<file path="src/rtl/pccrc_ram.sv">
// Generic single-port-write, single-port-read RAM with a registered read.
// A read at the address being written returns the old contents.
// No dependencies.
module pccrc_ram #(
    parameter int WIDTH = 8,
    parameter int DEPTH = 16
) (
    input  logic                     clk,
    input  logic                     we,
    input  logic [$clog2(DEPTH)-1:0] waddr,
    input  logic [WIDTH-1:0]         wdata,
    input  logic [$clog2(DEPTH)-1:0] raddr,
    output logic [WIDTH-1:0]         rdata
);

    logic [WIDTH-1:0] mem [DEPTH];
    logic [WIDTH-1:0] rdata_reg;

    // Storage array and read register.
    always_ff @(posedge clk)
    begin
        if (we)
        begin
            mem[waddr] <= wdata;
        end
        rdata_reg <= mem[raddr];
    end

    assign rdata = rdata_reg;

endmodule

</file>
<file path="config.mk">
export PLATFORM = sky130hd
export DESIGN_NAME = pccrc_ram
export DESIGN_NICKNAME = d
export VERILOG_FILES = /design/src/rtl/pccrc_ram.sv
export SDC_FILE = /design/constraint.sdc
export NUM_CORES = 1
export LEC_CHECK = 0
export ABC_AREA = 1
export BUFFER_PORTS_ARGS = -buffer_cell sky130_fd_sc_hd__buf_2
export CORE_MARGIN = 2
export CORE_UTILIZATION = 50
export CTS_CLUSTER_SIZE = 30
export DETAILED_ROUTE_END_ITERATION = 10
export GPL_ROUTABILITY_DRIVEN = 0
export GPL_TIMING_DRIVEN = 0
export HOLD_SLACK_MARGIN = 0.02
export PLACE_DENSITY = 0.7
export SLEW_MARGIN = 40
export SYNTH_ARGS = -nofsm -noshare
export SYNTH_HDL_FRONTEND = slang
export SYNTH_SLANG_ARGS = --single-unit
</file>
<file path="constraint.sdc">
create_clock -name clk -period 1.2 [get_ports clk]
set_input_delay 0.18 -clock clk [delete_from_list [all_inputs] [get_ports clk]]
set_output_delay 0.18 -clock clk [all_outputs]
set_load 0.02 [all_outputs]
</file>
Word-level counts from Yosys, hierarchy flattened
Memory sizes are Yosys's and may differ from the RTL's. A register that Yosys moved wholly into a read port is not among the register bits.
Index checks and enable logic that the tools add are counted.
- flip-flop bits (word level): 0
- memory bits (writable): 128
- input bits: 18
- output and inout bits: 8
- word-level logic and storage cells: 3
- memories: 1
- memories (name ; depth ; bits a word ; rd ports ; clocked after Yosys merged registers in ; write ports ; line ; text):
    mem ; 16 ; 8 ; 1 ; 1 ; 1 ; 16 ; logic [WIDTH-1:0] mem [DEPTH];
- multiplexer cells: 2
- operators with widths (operator ; number):
    1-bit two-way mux ; 2

Depth between registers and ports, before layout
- word-level depth: 2
- mapped depth: 8

Worst setup path before layout
OpenSTA, ideal clock, no wires.
- path kind: input-to-reg
- start point: input port waddr[3]
- end point: memory mem[4][0] (enable)
- library setup time: 0.370 ns
- arrival: 0.761 ns
- data required time: 0.830 ns
- path slack: 0.069 ns
- stages: 2
- cell sequence: nand3b_1 > nor2_1
- RTL lines (item ; line ; text):
    start: declaration ; 10 ; input logic [$clog2(DEPTH)-1:0] waddr,
    end: declaration ; 16 ;
Straight into the memory's write port.

Final worst setup path
- start point: input port waddr[3]
- end point: memory mem[7][1] (enable)
Straight into the memory's write port.

==> flow_metrics.tcl <==
set metrics [dict create \
    status "finished with violations" \
    failed_checks "negative setup slack" \
    synth_nets 569 \
    drive_above_1_share_pct 12.9 \
    grt_max_degree 17 \
    synth_largest_area_cell "edfxtp_1" \
    synth_seq_area_share_pct 69.4 \
    synth_compound_area_share_pct 0 \
    cts_root_buf "clkbuf_16" \
    end_kind "flip-flop" \
    min_period_ns 1.24 \
    core-area_um2 11300 \
    cp-start-kind "input pin" \
    required_ns 1.25 \
    dp_hpwl_mm 8.76 \
    die_w_um 111 \
    cts_tree "done" \
    power_density_nw_per_um2 1650 \
    wire_per_inst_um 18.2 \
    cap_violations 0 \
    antenna_found_initial 0 \
    path_cells "buf_2 > nand3b_1 > nor2_1" \
    fin_cells 747 \
    clockBufferDepth 2 \
    area_growth_pct 14.7 \
    hold_buffers 0 \
    grt_usage_pct 23.0 \
    wl_mm 13.6 \
    start_util_pct 50.9 \
    vias_per_cell 5.20 \
    fin_util_pct 58.4 \
    route.detailed.drc 0 \
    crit_type "input pin to flip-flop" \
    vias 3888 \
    async_flop_share_pct 0 \
    placed_cells 716 \
    drt_iter0_markers 367 \
    p_leak_nw 2.87 \
    synth_fa_ha_area_share_pct 0 \
    synthTopCellsByArea "edfxtp_1 (67%), nand2_1 (11%), nand3_1 (8.4%), inv_1 (6.5%), dfxtp_1 (2.8%)" \
    ioPinCount 26 \
    cts.sinks 136 \
    postRouteAntennaNets 0 \
    slew_violations 0 \
    hold_ws_ns 0.168 \
    final.period_utilization_pct 103 \
    nets 610 \
    synthCells 551 \
    slowest_stage "nor2_1" \
    antenna_cells 0 \
    max-vdd-ir-drop_mv 1.07 \
    synth_seq_cells 136 \
    worst_slew_pin_slew_ns 0.835 \
    setup_viol 16 \
    cpPeakStageDelay_ns 0.70 \
    ys_types 12 \
    clock_skew_ns 0.00581 \
    rows 39 \
    finalSetupTns_ns -0.573 \
    drt_pass1_iterations 4 \
    numCtsBuffers 17 \
    rsz0062_at_grt "yes" \
    grt_overflow_total 0 \
    avgSynthCellArea_um2 10.5 \
    synth-edff-count 128 \
    synth_top_family_by_area "simple AND/OR/NAND/NOR gates" \
    grt_pass1_wl_mm 20.8 \
    holdCritStartpoint "wdata[2]" \
    die_h_um 111 \
    fmax_mhz 807 \
    synthXorXnorAreaFrac_pct 0 \
    dieArea_um2 12400 \
    synthMuxAreaShare_pct 0 \
    clk_latency_ns 0.42 \
    crit_buf_inv 1 \
    synth_top_area_share_pct 66.7 \
    critical_path_peak_fanout 8 \
    netlist_top_cells_count "nand2_1 (173), edfxtp_1 (128), inv_1 (100)" \
    hp-class "input pin to flip-flop" \
    synth_area_um2 5770 \
    setup_ws_ns -0.0394 \
    port-buffer-count 22 \
    synth_simple_gate_area_share_pct 21.0 \
    max-slew-margin-rel_pct 44.1 \
    synth_ff_type "edfxtp_1" \
    rr_startpoint "mem[0][1]" \
    critPathArrivalTime_ns 1.29 \
    grt_pass1_vias 3762 \
    ys_warn_count 0 \
    startpoint "waddr[3]" \
    path_clk_slew_ns 0.05 \
    crit_family "simple AND/OR/NAND/NOR gates" \
    hold_violations 0 \
    largest_reg_flops 128 \
    htree_num_levels 4 \
    synth.most_common_cell "nand2_1" \
]
==> area by class of cell <==
| class | count | area [um2] |
|---|---|---|
| Clock buffer | 20 | 437 |
| Fill cell | 939 | 4710 |
| Clock inverter | 11 | 108 |
| Inverter | 102 | 383 |
| Multi-Input combinational cell | 289 | 1230 |
| Tap cell | 143 | 179 |
| Sequential cell | 136 | 4000 |
| Buffer | 24 | 166 |
| Timing Repair Buffer | 22 | 110 |
==> per-layer routing <==
layer	up-vias	share of wire (%)	global-route usage, %
li1	1859	-	-
met1	1831	43	32.1
met2	170	46	34.9
met3	28	8.2	5.66
met4	0	2.8	9.79
met5	-	0	0
==> layout by cell type (no fill, tap or decap) <==
master      synthesis  routed
buf_2              13      35
edfxtp_1          128     128
nand2_1           173     173
clkbuf_16           0      17
inv_1             100     100
nor2_2              0       5
dfxtp_1             8       8
buf_1               1       1
bufinv_16           0       2
nand3b_1            2       2
clkinvlp_4          0       2
nand3_1            97      97
nor2_1             17      12
clkbuf_1            0       3
inv_2               2       2
clkinv_1            0       2
clkinv_2            0       5
buf_4               4       4
buf_6               6       6
==> metrics by stage <==
stage                     power [mW]  area (um2)  setup slack, ns
after floorplan                 5.85        5770           0.0692
after CTS                       10.9        6600          -0.0156
final                           10.9        6610          -0.0394
after global placement          6.13        6060           -0.426
after detailed placement        6.15        6060           -0.456
after global routing            11.2        6610          -0.0747
==> cell families (layout without fill, tap and decap cells) <==
logic type	Yosys count	count (layout)
simple gates	289	289
buf+inv	126	179
flops	136	136
==> power breakdown <==
group / leakage [nW] / total [mW] / switching, mW / internal [mW]
logic: 1.39 / 0.728 / 0.523 / 0.205
clock network: 0.264 / 4.87 / 1.87 / 3.00
registers: 1.22 / 5.34 / 0.0257 / 5.31
==> final timing paths <==
path                             endpoint  slack [ns]  cells after the start
worst min register to register   rdata[2]        0.68                      6
worst min-delay path            mem[0][2]        0.17                      1
worst max register to register   rdata[1]        0.15                      6
worst max-delay path            mem[7][1]       -0.04                      3
==> what timing repair did <==
action,CTS,global route
pin swaps,0,0
hold endpoints to repair,0,0
gates resized for setup,0,4
setup endpoints to repair,11,48
buffers inserted,0,0
Power figures use the tool's default switching activity.
