[src/rtl/pccrc_pkg.sv]
// Package for the per-context class run coalescer.
// Holds widths, function codes and the record types used between the modules.
// No dependencies.
package pccrc_pkg;

    // Context table geometry and field widths.
    localparam int NUM_CONTEXTS = 64;
    localparam int CTX_W        = 6;
    localparam int CLASS_BITS   = 4;
    localparam int LEN_W        = 16;
    localparam int PC_W         = 64;

    // Stream payload widths, rounded up to whole bytes.
    localparam int IN_TDATA_W  = 80;
    localparam int OUT_TDATA_W = 96;

    // Result queue geometry.
    localparam int FIFO_DEPTH = 8;
    localparam int FIFO_AW    = 3;
    localparam int FIFO_CW    = 4;

    // Reset value of the run limit register.
    localparam logic [LEN_W-1:0] RUN_LIMIT_RST = 16'd64;
    localparam logic [LEN_W-1:0] LEN_MAX       = '1;

    // Event function codes.
    localparam logic FUNC_COMPUTE = 1'b0;
    localparam logic FUNC_FLUSH   = 1'b1;

    // One entry of the context table.
    typedef struct packed {
        logic [CLASS_BITS-1:0] cls;
        logic [LEN_W-1:0]      len;
        logic [PC_W-1:0]       pc;
    } entry_t;

    // One emitted run.
    typedef struct packed {
        logic [CTX_W-1:0]      ctx;
        logic [CLASS_BITS-1:0] cls;
        logic [LEN_W-1:0]      len;
        logic [PC_W-1:0]       pc;
        logic                  last;
    } result_t;

    // The zero, one or two runs produced by one event.
    typedef struct packed {
        logic [1:0] cnt;
        result_t    first;
        result_t    second;
    } emit_t;

endpackage

[src/rtl/pccrc_update.sv]
// Read-modify-write stage of the coalescer: merges an event into its context's
// open run, decides which runs are emitted and writes the entry back.
// Depends on pccrc_pkg.
module pccrc_update (
    input  logic                                clk,
    input  logic                                rst_n,
    input  logic                                in_valid,
    input  logic                                in_func,
    input  logic [pccrc_pkg::CTX_W-1:0]         in_ctx,
    input  logic [pccrc_pkg::PC_W-1:0]          in_pc,
    input  logic [pccrc_pkg::CLASS_BITS-1:0]    in_class,
    input  logic [pccrc_pkg::LEN_W-1:0]         run_limit,
    input  pccrc_pkg::entry_t                   ram_rdata,
    output logic                                ram_we,
    output logic [pccrc_pkg::CTX_W-1:0]         ram_waddr,
    output pccrc_pkg::entry_t                   ram_wdata,
    output logic                                busy,
    output pccrc_pkg::emit_t                    emit
);

    // Event held while its table entry is read.
    logic                                s1_valid_reg;
    logic                                s1_func_reg;
    logic [pccrc_pkg::CTX_W-1:0]         s1_ctx_reg;
    logic [pccrc_pkg::PC_W-1:0]          s1_pc_reg;
    logic [pccrc_pkg::CLASS_BITS-1:0]    s1_class_reg;

    // Copy of the entry written at the last edge, for forwarding.
    logic                                fwd_valid_reg;
    logic [pccrc_pkg::CTX_W-1:0]         fwd_ctx_reg;
    pccrc_pkg::entry_t                   fwd_entry_reg;

    // One bit per context: set once the entry has been written.
    logic [pccrc_pkg::NUM_CONTEXTS-1:0]  written_reg;

    pccrc_pkg::entry_t                   cur;
    pccrc_pkg::entry_t                   upd;
    logic                                fwd_hit;
    logic                                emit_old;
    logic                                emit_new;
    logic [pccrc_pkg::LEN_W-1:0]         base_len;
    logic [pccrc_pkg::LEN_W-1:0]         new_len;
    pccrc_pkg::result_t                  old_run;
    pccrc_pkg::result_t                  new_run;

    // Control registers.
    always_ff @(posedge clk or negedge rst_n)
    begin
        if (!rst_n)
        begin
            s1_valid_reg  <= 1'b0;
            fwd_valid_reg <= 1'b0;
            written_reg   <= '0;
        end
        else
        begin
            s1_valid_reg  <= in_valid;
            fwd_valid_reg <= s1_valid_reg;
            if (s1_valid_reg)
            begin
                written_reg[s1_ctx_reg] <= 1'b1;
            end
        end
    end

    // Payload registers.
    always_ff @(posedge clk)
    begin
        if (in_valid)
        begin
            s1_func_reg  <= in_func;
            s1_ctx_reg   <= in_ctx;
            s1_pc_reg    <= in_pc;
            s1_class_reg <= in_class;
        end
        fwd_ctx_reg   <= s1_ctx_reg;
        fwd_entry_reg <= upd;
    end

    // Current entry: forwarded write, table contents, or an empty run.
    always_comb
    begin
        fwd_hit = fwd_valid_reg && (fwd_ctx_reg == s1_ctx_reg);
        if (fwd_hit)
        begin
            cur = fwd_entry_reg;
        end
        else
        begin
            cur = ram_rdata;
            if (!written_reg[s1_ctx_reg])
            begin
                cur.len = '0;
            end
        end
    end

    // Run update and emission decisions.
    always_comb
    begin
        emit_old = 1'b0;
        emit_new = 1'b0;
        base_len = cur.len;
        new_len  = cur.len;
        upd      = cur;
        if (s1_func_reg == pccrc_pkg::FUNC_FLUSH)
        begin
            emit_old = (cur.len != '0);
            upd.len  = '0;
        end
        else
        begin
            emit_old = (cur.len != '0) && (cur.cls != s1_class_reg);
            base_len = emit_old ? '0 : cur.len;
            new_len  = (base_len == pccrc_pkg::LEN_MAX) ? base_len
                                                         : base_len + 1'b1;
            emit_new = (new_len >= run_limit);
            upd.cls  = s1_class_reg;
            upd.pc   = s1_pc_reg;
            upd.len  = emit_new ? '0 : new_len;
        end
    end

    // Runs leaving this event.
    always_comb
    begin
        old_run.ctx  = s1_ctx_reg;
        old_run.cls  = cur.cls;
        old_run.len  = cur.len;
        old_run.pc   = cur.pc;
        old_run.last = !emit_new;

        new_run.ctx  = s1_ctx_reg;
        new_run.cls  = s1_class_reg;
        new_run.len  = new_len;
        new_run.pc   = s1_pc_reg;
        new_run.last = 1'b1;

        emit.second = new_run;
        if (!s1_valid_reg)
        begin
            emit.cnt   = 2'd0;
            emit.first = new_run;
        end
        else if (emit_old && emit_new)
        begin
            emit.cnt   = 2'd2;
            emit.first = old_run;
        end
        else if (emit_old)
        begin
            emit.cnt   = 2'd1;
            emit.first = old_run;
        end
        else if (emit_new)
        begin
            emit.cnt   = 2'd1;
            emit.first = new_run;
        end
        else
        begin
            emit.cnt   = 2'd0;
            emit.first = new_run;
        end
    end

    assign ram_we    = s1_valid_reg;
    assign ram_waddr = s1_ctx_reg;
    assign ram_wdata = upd;
    assign busy      = s1_valid_reg;

endmodule

[config.mk]
export PLATFORM = sky130hd
export DESIGN_NAME = pccrc_update
export DESIGN_NICKNAME = d
export VERILOG_FILES = /design/src/rtl/pccrc_pkg.sv /design/src/rtl/pccrc_update.sv
export SDC_FILE = /design/constraint.sdc
export NUM_CORES = 1
export LEC_CHECK = 0
export ABC_CLOCK_PERIOD_IN_PS = 9250
export BUFFER_PORTS_ARGS = -buffer_cell sky130_fd_sc_hd__buf_2
export CORE_AREA = 2 2 177 179
export CTS_CLUSTER_SIZE = 10
export DETAILED_ROUTE_END_ITERATION = 6
export DIE_AREA = 0 0 179 181
export HOLD_SLACK_MARGIN = 0.02
export PLACE_DENSITY = 0.77
export SETUP_SLACK_MARGIN = 0.4
export SYNTH_ARGS = -nofsm -noshare
export SYNTH_HDL_FRONTEND = slang
export SYNTH_SLANG_ARGS = --single-unit
[constraint.sdc]
create_clock -name clk -period 9.25 [get_ports clk]
set_input_delay 0.4625 -clock clk [delete_from_list [all_inputs] [get_ports clk]]
set_output_delay 0.4625 -clock clk [all_outputs]
set_load 0.005 [all_outputs]
=== Word level (Yosys, flattened, before mapping) ===
Cells that the tools add are included.

* Order comparisons: 3
* Add/sub/neg operators: 1
* Muxes and demuxes: 19
* Bitwise logic cells: 1
* Reductions and logical operators: 6
* Eq/ne operators: 3

{| class="wikitable"
|+ Operator list
! cell !! number
|-
| 93-bit two-way mux || 2
|-
| 92-bit two-way mux || 2
|-
| 16-bit two-way mux || 6
|-
| 84-bit two-way mux || 1
|-
| 64-bit two-way mux || 1
|-
| 64-bit OR || 1
|-
| 16-bit by 1-bit adder with 16-bit output (second input constant) || 1
|-
| 16-bit == test (second input constant) || 1
|-
| 16-bit >= comparator || 1
|-
| 16-bit nonzero test || 1
|-
| 6-bit by 7-bit < comparator with 1-bit output (second input constant) || 1
|-
| 1-bit binary-select mux with 6-bit select || 1
|-
| 1-bit demux with 6-bit select || 1
|-
| 6-bit == test || 1
|-
| 6-bit by 1-bit >= comparator with 1-bit output (second input constant) || 1
|-
| 1-bit logical AND || 4
|-
| 1-bit two-way mux || 4
|-
| 4-bit two-way mux || 1
|-
| 4-bit inequality test || 1
|-
| 1-bit logical NOT || 1
|}

* Input port bits: 178
* Flip-flop bits (word level): 231
* Output and inout bits: 276

=== Depth between registers and ports, before layout ===
Gate-level depths: netlist of run 1.

* Depth in word-level cells: 15
* Gate-level depth with buffers: 34
* Depth with buffers taken out: 31

=== Least setup slack after synthesis of run 1 ===
Ideal clock, no wire load.

* Path kind: register -> output
* Start: reg s1_ctx_reg (netlist bit ram_waddr[1])
* End: out ram_wdata[68] (netlist bit)
* Stages on the path, launching flop included: 29
* Setup slack: 2.576 ns
* Data required time: 8.787 ns
* Path buffers: 3
* Arrival time: 6.211 ns
* Cells stage by stage: edfxtp_1 > buf_6 > buf_2 > xnor2_1 > nand3_2 > nor2_4 > nor3b_1 > or4_1 > o21a_1 > a21oi_1 > ha_1 > nand2_1 > nor2_1 > o21ai_0 > o311ai_4 > o211ai_1 > or3_4 > xnor2_1 > ha_1 > nand2b_1 > a21o_1 > a21o_1 > a21o_1 > a21oi_1 > o21ai_0 > a31o_2 > a211o_1 > clkbuf_1 > nor4_1

{| class="wikitable"
|+ RTL lines
! element !! line !! RTL
|-
| start: declaration || pccrc_update.sv:24 || <nowiki>logic [pccrc_pkg::CTX_W-1:0] s1_ctx_reg;</nowiki>
|-
| start signal: assignment || pccrc_update.sv:72 || <nowiki>s1_ctx_reg <= in_ctx;</nowiki>
|-
| end: declaration || pccrc_update.sv:16 || <nowiki>output pccrc_pkg::entry_t ram_wdata,</nowiki>
|}

==> results of run 1 <==
==> what timing repair did <==
| action | CTS | global route |
|---|---|---|
| cloned | 0 | 2 |
| pin swaps | 0 | 3 |
| gates resized for setup | 0 | 6 |
| setup endpoints to repair | 1 | 21 |
| buffers inserted | 1 | 17 |
| hold buffers | 0 | 0 |
==> worst max-delay path: cells and delay by family, from the launching register on <==
kind            cells  cell delay (ns)
xor+xnor            2             0.57
fa+ha+maj           3             0.92
flops               1             0.43
simple gates        9             1.97
compound gates     15             3.02
buf+inv             2             0.37
==> metal layers <==
metal | up-vias | share of wire
met1 | 5365 | 0.41
met5 | - | 0.0015
met2 | 677 | 0.43
li1 | 5286 | -
met3 | 111 | 0.12
met4 | 10 | 0.039
==> path summary, 6_finish.rpt <==
check / startpoint / end / slack (ns)
setup / recovery: ram_waddr[2]$_DFFE_PP_ / emit[171] / 0.93
hold / removal: in_pc[0] / s1_pc_reg[0]$_DFFE_PP_ / 0.07
setup reg to reg: ram_waddr[2]$_DFFE_PP_ / fwd_entry_reg[68]$_DFF_P_ / 2.04
hold reg to reg: written_reg[10]$_DFFE_PN0P_ / written_reg[10]$_DFFE_PN0P_ / 0.46
max in group asynchronous: rst_n / written_reg[39]$_DFFE_PN0P_ / 8.63
min in group asynchronous: rst_n / written_reg[15]$_DFFE_PN0P_ / 0.08
==> cells by family after synthesis <==
group,count (synthesis)
AND/OR/NAND/NOR,389
AO/OA/AOI/OAI,360
flip-flops,231
buffers and inverters,111
multiplexers,90
adder cells (fa/ha/maj),19
XOR/XNOR,12
other,1
==> cells in the mapped netlist, types with 23 or more instances <==
cell	number
a21o_1	44
a21oi_1	94
clkbuf_1	42
dfrtp_1	66
dfxtp_1	90
edfxtp_1	75
inv_1	25
mux2i_1	83
nand2_1	116
nand3_1	23
nor2_1	118
o21ai_0	85
o21bai_1	28
==> final cells by class <==
cell class / count / area [um2] / share of cell area
Sequential cell: 231 / 5710 / 0.371
Multi-Input combinational cell: 873 / 5650 / 0.368
Timing Repair Buffer: 485 / 2510 / 0.163
Clock buffer: 50 / 866 / 0.0563
Tap cell: 396 / 495 / 0.0322
Inverter: 25 / 93.8 / 0.00610
Clock inverter: 4 / 36.3 / 0.00236
Antenna cell: 5 / 12.5 / 0.000814
==> power breakdown <==
group / internal [mW] / switching [mW] / total (mW)
Clock: 0.633 / 0.451 / 1.08
Sequential: 1.20 / 0.103 / 1.31
Combinational: 0.334 / 0.474 / 0.808
Total: 2.17 / 1.03 / 3.20
==> cell usage in the layout (no fill, tap or decap), types with 5 or more instances in the layout <==
cell type / instances
buf_2: 451
nor2_1: 118
nand2_1: 116
a21oi_1: 94
dfxtp_1: 90
o21ai_0: 85
mux2i_1: 83
edfxtp_1: 75
dfrtp_1: 66
a21o_1: 44
buf_4: 34
clkbuf_16: 30
o21bai_1: 28
inv_1: 25
nand3_1: 23
a22oi_1: 19
ha_1: 19
nor3_1: 18
clkbuf_1: 16
o211ai_1: 15
nor2b_1: 13
nand2b_1: 13
nor4_1: 13
nand4_1: 11
and2_1: 10
xnor2_1: 9
a221oi_1: 8
and3_1: 8
o22ai_1: 7
or2_2: 6
a22o_1: 6
diode_2: 5
a211o_1: 5
o21a_1: 5
==> stage by stage <==
| stage | cells | utilization | setup slack, ns | power, mW | hold slack, ns |
|---|---|---|---|---|---|
| floorplan | 1213 | - | 2.58 | 1.72 | 0.167 |
| global placement | 1990 | 0.470 | 1.24 | 2.09 | 0.440 |
| detailed placement | 1990 | 0.470 | 1.05 | 2.10 | 0.440 |
| CTS | 2045 | 0.500 | 0.424 | 3.19 | 0.0403 |
| global route | 2068 | 0.507 | 0.416 | 3.34 | 0.0501 |
| finish | 2069 | 0.507 | 0.933 | 3.20 | 0.0683 |
==> results.json, run 1 <==
{
  "largest_reg_flops": 84,
  "synth_area_leader_cell": "edfxtp_1",
  "syn_nets": 1410,
  "place_congestion": 0.973,
  "slowest_stage": "or4_1",
  "startpoint_type": "flip-flop",
  "insertion_delay_ns": 0.57,
  "fmax_mhz": 120,
  "rsz0062_at_grt": "no",
  "path_common_cell": "a21oi_1",
  "fin_skew_ns": 0.00976,
  "cts.path.max_buffers": 3,
  "synthXorXnorAreaFrac": 0.00952,
  "area_delta_synth_final_pct": 29.9,
  "firstDrtPassIters": 5,
  "postSynthCellCount": 1213,
  "fillers": 2800,
  "wl_per_cell_um": 22.6,
  "synthDistinctLibCells": 94,
  "ys.flop_type": "dfxtp_1",
  "synth_top_family_by_area": "compound AO/OA/AOI/OAI gates",
  "start_util": 0.390,
  "synth-seq-cells": 231,
  "synthMuxAreaShare": 0.0788,
  "grt_remaining_overflow": 0,
  "ant_nets": 0,
  "fin_nets": 1842,
  "grt_pass1_vias": 10800,
  "yosys.area_share.simple": 0.160,
  "fin_crit_ns": 8.32,
  "netlist.area_leader.share": 0.190,
  "post-route-cell-area_um2": 15400,
  "grt_max_degree": 104,
  "p_leak_nw": 7.59,
  "core_area_um2": 30300,
  "tightest_slew_ns": 0.950,
  "grt_pass1_wl_um": 66900,
  "grt-busiest-layer": "met2",
  "synth.cell_area_um2": 11800,
  "arrival_ns": 7.85,
  "track_usage": 0.272,
  "synthAdderAreaFrac": 0.0201,
  "viasPerCell": 5.53,
  "htreeDepth": 1,
  "outcome": "finished clean",
  "setup_tns_ns": 0,
  "hold_violations": 0,
  "slew_viol_final": 0,
  "dp_hpwl_um": 35000,
  "min_period_over_period": 0.899,
  "use_met1": 0.367,
  "power_density_nw_per_um2": 208,
  "dieArea_um2": 32400,
  "relSlewSlack": 0.367,
  "cts_root_buffer": "clkbuf_16",
  "antenna_found_initial": 13,
  "clkTransAtPathRegs_ns": 0.06,
  "r2r_cells": 26,
  "place_area_um2": 14300,
  "hold-path-cell-count": 1,
  "num_io_pins": 454,
  "cts_buffers": 29,
  "rows": 64,
  "drive_gt1_frac": 0.342,
  "vdd_drop_max_mv": 0.140,
  "drt-initial-drc-count": 958,
  "die_w_um": 179,
  "crit_type": "flip-flop to output port",
  "hold_path_class": "primary input to flip-flop",
  "yosysSeqAreaShare": 0.482,
  "async_flop_share": 0.286,
  "max_cap_violations": 0,
  "synth_edf_count": 75,
  "yosys-top-cells-area": "edfxtp_1 19%, dfxtp_1 15%, dfrtp_1 14%, mux2i_1 7.0%, a21oi_1 4.0%",
  "synth_compound_area_frac": 0.204,
  "critPathCaptureType": "output port",
  "cpPeakStageDelay_ns": 0.52,
  "remaining_drc_errors": 0,
  "cts.sink_count": 231,
  "io_buffer_count": 452,
  "cp_max_fo": 17,
  "cts_tree": "yes",
  "worstPathRequired_ns": 8.79,
  "wl_um": 46800,
  "vias": 11400,
  "final-setup-viol-count": 0,
  "grtUsageMet2": 0.410,
  "synth_area_per_cell_um2": 9.75,
  "dieHeight_um": 181,
  "yosysWarnings": 0,
  "use_met3": 0.0875
}
No activity file was read; power rests on OpenSTA's default activity.
==> inputs of run 2 (changes only) <==
--- a/config.mk
+++ b/config.mk
@@ -12,6 +12,7 @@
 export DETAILED_ROUTE_END_ITERATION = 6
 export DIE_AREA = 0 0 179 181
 export HOLD_SLACK_MARGIN = 0.02
+export MAX_ROUTING_LAYER = met4
 export PLACE_DENSITY = 0.77
 export SETUP_SLACK_MARGIN = 0.4
 export SYNTH_ARGS = -nofsm -noshare
==> run 2 against run 1 <==
- design area decreased by 0.51%
- setup slack got worse by 0.044 ns
- wire length increased by 0.84%
- clock skew increased by 0.0089 ns
- via count increased by 0.79%
- fmax decreased by 0.53%
- sequential power about the same
- global-route usage increased by 1.4 points
- critical path depth increased by 1
- combinational power about the same
- non-clock buffer count decreased by 5
- critical path type unchanged
==> results.json, run 2 (synthesized netlist as in run 1, its figures left out) <==
{
  "swShare": 0.327,
  "dp_hpwl_um": 35600,
  "rsz0062_at_grt": "no",
  "internal_power_mw": 2.11,
  "insertion_delay_ns": 0.57,
  "p_total_mw": 3.14,
  "min_period_over_period": 0.904,
  "outcome": "finished clean",
  "antenna_found_initial": 9,
  "dieArea_um2": 32400,
  "post-route-cell-area_um2": 15300,
  "crit_family": "compound AO/OA/AOI/OAI gates",
  "p_comb_frac": 0.258,
  "cts.path.max_buffers": 3,
  "fin_cells": 2064,
  "power_density_nw_per_um2": 205,
  "cp_max_fo": 15,
  "cts_tree": "yes",
  "area_delta_synth_final_pct": 29.3,
  "critPathCaptureType": "output port",
  "core_area_um2": 30300,
  "worstReg2RegStart": "ram_waddr[1]$_DFFE_PP_",
  "path_buf_inv": 2,
  "wl_per_cell_um": 22.9,
  "grt_max_degree": 104,
  "firstDrtPassIters": 5,
  "hold_path_class": "primary input to flip-flop",
  "fin_crit_ns": 8.36,
  "cpPeakStageDelay_ns": 0.64,
  "relSlewSlack": 0.333,
  "fin_skew_ns": 0.0186,
  "slew_viol_final": 0,
  "fillers": 2803,
  "ant_nets": 0,
  "grt_pass1_wl_um": 68000,
  "start_util": 0.390,
  "drive_gt1_frac": 0.340,
  "num_io_pins": 454,
  "layout_common_cells": "451 x buf_2, 118 x nor2_1, 116 x nand2_1",
  "rr_endpoint": "fwd_entry_reg[73]$_DFF_P_",
  "max_cap_violations": 0,
  "hp-start": "in_pc[19]",
  "remaining_drc_errors": 0,
  "path_common_cell": "a21oi_1",
  "p_sw_mw": 1.02,
  "slowest_stage": "edfxtp_1",
  "die_w_um": 179,
  "rows": 64,
  "vdd_drop_max_mv": 0.136,
  "whs_endpoint": "s1_pc_reg[19]$_DFFE_PP_",
  "place_congestion": 0.974,
  "htreeDepth": 1,
  "cts.sink_count": 231,
  "cts_buffers": 28,
  "grt_pass1_vias": 11000,
  "p_leak_nw": 7.54,
  "dieHeight_um": 181,
  "track_usage": 0.287,
  "p_seq_frac": 0.417,
  "timing.reg2reg.setup_slack_ns": 2.05,
  "fin_nets": 1835,
  "final_common_cell": "buf_2",
  "grt_remaining_overflow": 0,
  "dp_cells": 1989,
  "largest_reg_flops": 84,
  "crit_type": "flip-flop to output port",
  "tightest_slew_ns": 1.00,
  "wl_um": 47200,
  "drt-initial-drc-count": 1006,
  "startpoint_type": "flip-flop",
  "hold-path-cell-count": 1,
  "cts_root_buffer": "clkbuf_16",
  "r2r_cells": 27,
  "final-setup-viol-count": 0,
  "place_area_um2": 14300,
  "viasPerCell": 5.59,
  "fmax_mhz": 120,
  "hold_violations": 0,
  "clkTransAtPathRegs_ns": 0.06,
  "power.share.clock": 0.325,
  "vias": 11500,
  "arrival_ns": 7.90,
  "io_buffer_count": 452,
  "setup_tns_ns": 0,
  "worstPathRequired_ns": 8.79
}
## run 2: layout make-up
cell class,instances,area [um2],area share
clock buffer,47,782,0.0511
tap,396,495,0.0324
multi-input combinational,872,5660,0.370
clock inverter,4,48.8,0.00319
antenna,9,22.5,0.00147
sequential,231,5710,0.373
inverter,25,93.8,0.00613
timing repair buffer,480,2490,0.163
## run 2: worst max path at each step
stage                     cells after the start              startpoint  slack (ns)            end
after floorplan                              28  ram_waddr[1]$_DFFE_PP_        2.58  ram_wdata[68]
after global placement                       27  ram_waddr[2]$_DFFE_PP_        1.17  ram_wdata[73]
after detailed placement                     27  ram_waddr[2]$_DFFE_PP_        0.97  ram_wdata[70]
after CTS                                    26  ram_waddr[1]$_DFFE_PP_        0.50  ram_wdata[70]
after global routing                         32  ram_waddr[4]$_DFFE_PP_        0.41      emit[171]
final                                        32  ram_waddr[1]$_DFFE_PP_        0.89      emit[171]
## run 2: what timing repair did
| action | in CTS | in global routing |
|---|---|---|
| cloned | 0 | 1 |
| buffers inserted | 2 | 12 |
| hold buffers | 0 | 0 |
| resized for setup | 0 | 11 |
| pin swaps | 0 | 2 |
| endpoints found under the setup margin | 3 | 20 |
## run 2: per-layer routing
metal / track usage / share of wire / vias to the layer above
met3: 0.0747 / 0.11 / 124
met2: 0.416 / 0.43 / 689
met5: - / 0 / -
met4: 0.106 / 0.043 / 0
met1: 0.384 / 0.42 / 5451
li1: - / - / 5276
## run 2: stage by stage
step                setup WS [ns]   util  hold WS, ns
floorplan                    2.58      -        0.167
global placement             1.17  0.470        0.438
detailed placement          0.966  0.470        0.445
CTS                         0.502  0.498       0.0417
global route                0.409  0.504       0.0486
finish                      0.889  0.504       0.0635
## run 2: power groups by stage
| stage | Clock (mW) | Combinational (mW) | Sequential, mW |
|---|---|---|---|
| global placement | 0 | 0.765 | 1.33 |
| CTS | 1.03 | 0.784 | 1.31 |
| global route | 1.06 | 0.884 | 1.32 |
| finish | 1.02 | 0.811 | 1.31 |
| floorplan | 0 | 0.439 | 1.28 |
| detailed placement | 0 | 0.778 | 1.33 |
